<file path="config.mk">
export PLATFORM = sky130hd
export DESIGN_NAME = sip_fifo
export DESIGN_NICKNAME = d
export VERILOG_FILES = /design/src/hdl/sip_fifo.sv
export VERILOG_INCLUDE_DIRS = /design/src /design/src/hdl
export SDC_FILE = /design/constraint.sdc
export NUM_CORES = 1
export LEC_CHECK = 0
export BUFFER_PORTS_ARGS = -buffer_cell sky130_fd_sc_hd__buf_4
export CORE_ASPECT_RATIO = 0.8
export CORE_MARGIN = 8
export CORE_UTILIZATION = 40
export DETAILED_ROUTE_END_ITERATION = 8
export HOLD_SLACK_MARGIN = 0.1
export PLACE_DENSITY = 0.7
export SKIP_LAST_GASP = 1
export SLEW_MARGIN = 0
export SYNTH_ARGS = -nofsm -noshare
export SYNTH_HDL_FRONTEND = slang
export SYNTH_SLANG_ARGS = --single-unit
</file>
<file path="constraint.sdc">
create_clock -name clk_i -period 3.3 [get_ports clk_i]
set_input_delay 0 -clock clk_i [delete_from_list [all_inputs] [get_ports clk_i]]
set_output_delay 0 -clock clk_i [all_outputs]
set_load 0.005 [all_outputs]
</file>
<file path="src/hdl/assert_macros.svh">
`ifndef ASSERT_MACROS_SVH
`define ASSERT_MACROS_SVH

// cond must never hold at a clock edge
`define ASSERT_NEVER(lbl, clk, rst_n, cond, msg) \
  lbl: assert property (@(posedge clk) disable iff (!rst_n) !(cond)) \
    else $error(msg);

// ante at one edge implies cons at the next edge
`define ASSERT_NEXT(lbl, clk, rst_n, ante, cons, msg) \
  lbl: assert property (@(posedge clk) disable iff (!rst_n) (ante) |=> (cons)) \
    else $error(msg);

`endif

</file>
<file path="src/hdl/sip_fifo.sv">
`timescale 1ns / 1ps
`default_nettype none

`include "assert_macros.svh"

module sip_fifo #(
  parameter int WIDTH = 8,
  parameter int DEPTH = 4
) (
  input  wire logic             clk_i,
  input  wire logic             rst_ni,
  input  wire logic             push_i,
  input  wire logic [WIDTH-1:0] wdata_i,
  input  wire logic             pop_i,
  output logic      [WIDTH-1:0] rdata_o,
  output logic                  full_o,
  output logic                  empty_o
);

  localparam int AW = (DEPTH > 1) ? $clog2(DEPTH) : 1;
  localparam int CW = $clog2(DEPTH + 1);

  logic [WIDTH-1:0] mem_q [DEPTH];
  logic [AW-1:0]    wr_q, wr_d, rd_q, rd_d;
  logic [CW-1:0]    cnt_q, cnt_d;

  always_comb begin
    wr_d  = wr_q;
    rd_d  = rd_q;
    cnt_d = cnt_q;
    if (push_i) begin
      wr_d = (wr_q == AW'(DEPTH - 1)) ? '0 : wr_q + 1'b1;
    end
    if (pop_i) begin
      rd_d = (rd_q == AW'(DEPTH - 1)) ? '0 : rd_q + 1'b1;
    end
    if (push_i && !pop_i) begin
      cnt_d = cnt_q + 1'b1;
    end else if (pop_i && !push_i) begin
      cnt_d = cnt_q - 1'b1;
    end
  end

  always_ff @(posedge clk_i or negedge rst_ni) begin
    if (!rst_ni) begin
      wr_q  <= '0;
      rd_q  <= '0;
      cnt_q <= '0;
    end else begin
      wr_q  <= wr_d;
      rd_q  <= rd_d;
      cnt_q <= cnt_d;
    end
  end

  always_ff @(posedge clk_i) begin
    if (push_i) begin
      mem_q[wr_q] <= wdata_i;
    end
  end

  assign rdata_o = mem_q[rd_q];
  assign full_o  = (cnt_q == CW'(DEPTH));
  assign empty_o = (cnt_q == '0);

  `ASSERT_NEVER(a_push_full, clk_i, rst_ni, push_i && full_o, "push while full")
  `ASSERT_NEVER(a_pop_empty, clk_i, rst_ni, pop_i && empty_o, "pop while empty")
  `ASSERT_NEXT(a_cnt_up, clk_i, rst_ni, push_i && !pop_i,
               cnt_q == CW'($past(cnt_q) + 1'b1), "count did not advance on push")

endmodule

`default_nettype wire

</file>
# Word level (Yosys, flattened, before mapping)
# Memories as Yosys holds them, arrays and structs flattened.
# Index checks and enable logic that the tools add are counted.
# totals
register_bits	7
ramBits	32
inputBits	12
output_inout_bits	10
wordCells	23
mem_count	1
# classes
addsub	4
n_eq_ne	3
n_mux	6
n_reduce_logical	6
# memory_table
name	depth	width	read_ports	rd_clocked_by_memory_dff	write_ports	line_no	rtl
mem_q	4	8	1	0	1	sip_fifo.sv:23	logic [WIDTH-1:0] mem_q [DEPTH];
# ops
cell	n
2-to-1 mux 3 bit	2
adder 2 x 1 -> 2 bit (second input constant)	2
equality test 2 bit (second input constant)	2
2-to-1 mux 2 bit	2
adder 3 x 1 -> 3 bit (second input constant)	1
equality test 3 bit (second input constant)	1
logical NOT 3 bit	1
subtractor 3 x 1 -> 3 bit (second input constant)	1
logical AND 1 bit	2
logical NOT 1 bit	2
2-to-1 mux 1 bit	2
nonzero test 2 bit	1

# Logic depth before layout (Yosys ltp)
# logic_depth
ltp_word	4
depth_mapped	7

# Worst setup path before layout
# No wires, ideal clock.
# synth_path
path_type	register to register
startpoint	register cnt_q[0]
endpoint	register cnt_q[2]
setup_time_ps	79
arrival_time_ps	1217
required_ps	3221
path_slack_ps	2003
path_stages_with_launch	5
n_path_buf	0
cell_sequence	dfrtp_1 fa_1 xor2_1 nor2_1 xor2_1
# synth_between
elab_chain_len	3
elab_cells_between_ends	4
classes_between	2 x add/sub; 2 x mux
# synth_rtl
element	line_no	rtl
start: declaration	sip_fifo.sv:25	logic [CW-1:0] cnt_q, cnt_d;
start signal: assignment	sip_fifo.sv:52	cnt_q <= cnt_d;
subtractor 3 x 1 -> 3 bit	sip_fifo.sv:40	cnt_d = cnt_q - 1'b1;
2-to-1 mux 3 bit	sip_fifo.sv:39	end else if (pop_i && !push_i) begin
2-to-1 mux 3 bit (*)	sip_fifo.sv:37	if (push_i && !pop_i) begin
# Mark *: on every way between the ends. The rest lies on a longest branch, timed or not. The select of a mux whose other input is x is not followed.
# A chain may end at the register's enable or synchronous reset.

# Worst setup path in the final report
# layout_path
startpoint	register rd_q[0]
endpoint	output port rdata_o[0]
# layout_between
elab_chain_len	1
# layout_rtl
element	line_no	rtl
start: declaration	sip_fifo.sv:24	logic [AW-1:0] wr_q, wr_d, rd_q, rd_d;
start signal: assignment	sip_fifo.sv:51	rd_q <= rd_d;
memory (4 x 8 bit)	--	
end: declaration	sip_fifo.sv:15	output logic [WIDTH-1:0] rdata_o,
# No other way between the ends.

==> metrics.md <==
| Metric | Value |
|---|---|
| Routed wl met3 | `125 um` |
| Most frequent cells in the layout | `edfxtp_1 (32), buf_4 (21), dlygate4sd3_1 (12), mux4_2 (8), dfrtp_1 (7)` |
| Hold Crit Class | `input port to flip-flop` |
| Final WL | `2630 um` |
| Hold_sp | `wdata_i[0]` |
| Crit Path Max Fanout | `11` |
| Global Route Usage Sum | `0.0958` |
| Synth unique cells | `18` |
| Die Y-Extent | `72.0 um` |
| Max VDD drop | `422 uV` |
| Min Tclk post-route | `1.74 ns` |
| Cells on worst reg2reg path | `3` |
| Top routing layer used | `met4` |
| Unrepaired setup endpoints after global routing | `no` |
| Setup crit start kind | `flip-flop` |
| Initial DRC count | `69` |
| Cell chain of the critical path | `mux4_2 -> buf_4` |
| Hold Slack | `0.451 ns` |
| # diodes | `0` |
| Pin count of the biggest net entering global routing | `13` |
| Critical path origin | `rd_q[0]$_DFFE_PN0P_` |
| Core area | `0.00378 sq mm` |
| Sink Count | `39` |
| DRC | `0` |
| Port Buffers | `21` |
| PostCTS Resize Cnt | `0` |
| Setup TNS | `0 ns` |
| First-pass GRT wire length | `4370 um` |
| Detailed Place HPWL | `1830 um` |
| Status | `completed` |
| Clock transition at path regs | `0.08 ns` |
| Synthesized flop and latch total | `39` |
| Final net count | `136` |
| Vias | `810` |
| Final WS setup | `1.56 ns` |
| Design area | `0.00199 sq mm` |
| CTS max path bufs | `2` |
| Slowest cell on crit path | `dfrtp_1` |
| Clock Skew | `0.00722 ns` |
| CP Data Arrival Time | `1.74 ns` |
| Period utilization | `0.527` |
| Worst-margin pin slew | `0.570 ns` |
| Synthesized area per cell | `19.9 sq um` |
| Slew Viols, Final | `0` |
| CP Data Required Time | `3.30 ns` |
| GRT Residual Overflow | `0` |
| Crit end category | `output port` |
| I/O Pins | `22` |
| Clock latency on the worst-skew pair | `0.29 ns` |
| Power per cell area | `748 mW/mm^2` |
| Met2 Routed Length | `1330 um` |
| Most common cell after layout, fill and taps aside | `edfxtp_1` |
| Starting density of the core | `0.416` |
| Overall Power | `1.48 mW` |
| Crit Reg-Reg Startpoint | `wr_q[0]$_DFFE_PN0P_` |
| Synth Cell Area | `0.00157 sq mm` |
| Synthesized Nets | `98` |
| Cell Area, Placed | `0.00178 sq mm` |
| Syn. warnings | `0` |
| Setup Slack @ Placement | `1.83 ns` |
| Worst reg2reg setup slack | `1.89 ns` |
| Die area | `0.00620 sq mm` |
| Setup violators final | `0` |
| FMAX | `0.575 GHz` |
| H-tree Lvls | `2` |
| Mapped Cells | `79` |
| Sequential-to-total area share from yosys stat | `0.724` |
| Vias in the first global route | `898` |
| Layout cells sized above 1 | `0.331` |
| 1st-pass router iterations | `4` |
| M1 WL | `1110 um` |
| Slowest stage delay, CP | `0.71 ns` |
| Rows | `20` |
| Initial antenna violation count | `0` |
| Total of max-cap violations | `0` |
| Vias/cell | `4.68` |
| CTS Buf Count | `5` |
| Worst Setup EP | `rdata_o[0]` |
| Leakage Power | `0.741 nW` |
| Crit Path Category | `flip-flop to output port` |
| Hold Violations, Final | `0` |
| GPL Wtd Cong | `0.642` |
| TritonCTS clock tree | `done` |
| Die width | `86.1 um` |
| DRT antenna net count | `0` |
| Slew margin rel. | `0.620` |
| FF-to-FF End | `mem_q[2][0]$_DFFE_PP_` |
| Clock root cell | `clkbuf_8` |
| Routed len/inst | `15.2 um` |
| Layout area overhead | `26.5%` |
==> sequential cells by signal, summed over array words and instances (netlist names) <==
| signal | cells |
|---|---|
| cnt_q | 3 |
| rd_q | 2 |
| wr_q | 2 |
| mem_q | 32 |
==> metal layers <==
| metal | vias up | track usage |
|---|---|---|
| met4 | 0 | 0.0523 |
| met3 | 8 | 0.0350 |
| met2 | 19 | 0.157 |
| met5 | - | 0 |
| met1 | 408 | 0.107 |
| li1 | 375 | - |
==> layout make-up <==
| class | count | area [sq um] |
|---|---|---|
| flip-flops and latches | 39 | 1140 |
| clock buffers | 6 | 72.6 |
| inverters | 5 | 18.8 |
| clock inverters | 2 | 12.5 |
| well taps | 55 | 68.8 |
| fillers | 316 | 1790 |
| multi-input cells | 33 | 399 |
| repair buffers | 33 | 278 |
==> power breakdown <==
group	internal (mW)	switching, mW	leakage, nW
registers	0.647	0.100	0.377
clock network	0.148	0.162	0.0412
logic	0.268	0.160	0.323
==> worst min path at each step <==
stage	end	slack [ns]	cells past startpoint
4_1_cts	mem_q[2][1]$_DFFE_PP_	0.44	2
5_1_grt	mem_q[2][1]$_DFFE_PP_	0.46	2
3_3_place_gp	cnt_q[2]$_DFFE_PN0P_	-0.19	1
3_5_place_dp	cnt_q[2]$_DFFE_PN0P_	-0.18	1
6_report	mem_q[3][0]$_DFFE_PP_	0.45	2
2_1_floorplan	cnt_q[0]$_DFFE_PN0P_	-0.30	0
==> critical path: cells and delay by family, from the launching register on <==
kind                   cells  cell delay (ns)
DFF                        1             0.71
muxes                      1             0.59
buffers and inverters      1             0.15
==> cells in the mapped netlist <==
| cell type | n | area share |
|---|---|---|
| mux4_2 | 8 | 0.11 |
| nand3_1 | 1 | 0.0032 |
| xor2_1 | 2 | 0.011 |
| edfxtp_1 | 32 | 0.61 |
| and2_1 | 4 | 0.016 |
| buf_2 | 1 | 0.0032 |
| ha_1 | 6 | 0.048 |
| mux2_2 | 3 | 0.022 |
| nand2_1 | 1 | 0.0024 |
| nor3_1 | 1 | 0.0032 |
| xnor2_1 | 1 | 0.0056 |
| nor3b_1 | 1 | 0.0048 |
| nor2_1 | 2 | 0.0048 |
| fa_1 | 1 | 0.013 |
| dfrtp_1 | 7 | 0.11 |
| buf_6 | 1 | 0.0072 |
| inv_1 | 5 | 0.012 |
| o21ai_0 | 2 | 0.0064 |
==> kinds of logic (layout without fill, tap and decap cells) <==
kind of cell / Yosys count / in the layout / share of synthesized area
AND/OR/NAND/NOR: 10 / 10 / 0.0343
multiplexers: 11 / 11 / 0.136
buffers and inverters: 7 / 46 / 0.0223
adder cells (fa/ha/maj): 7 / 7 / 0.0606
XOR/XNOR: 3 / 3 / 0.0167
flip-flops: 39 / 39 / 0.724
AO/OA/AOI/OAI: 2 / 2 / 0.00637
==> per-stage QoR <==
stage | util | instances
after floorplan | - | 79
after global placement | 0.471 | 153
after detailed placement | 0.471 | 153
after CTS | 0.525 | 173
after global routing | 0.525 | 173
final | 0.525 | 173
==> what timing repair did <==
item | CTS | global route
hold buffers | 12 | 0
buffers inserted | 0 | 0
hold endpoints to repair | 43 | 0
(Power assumes the default switching activity.)
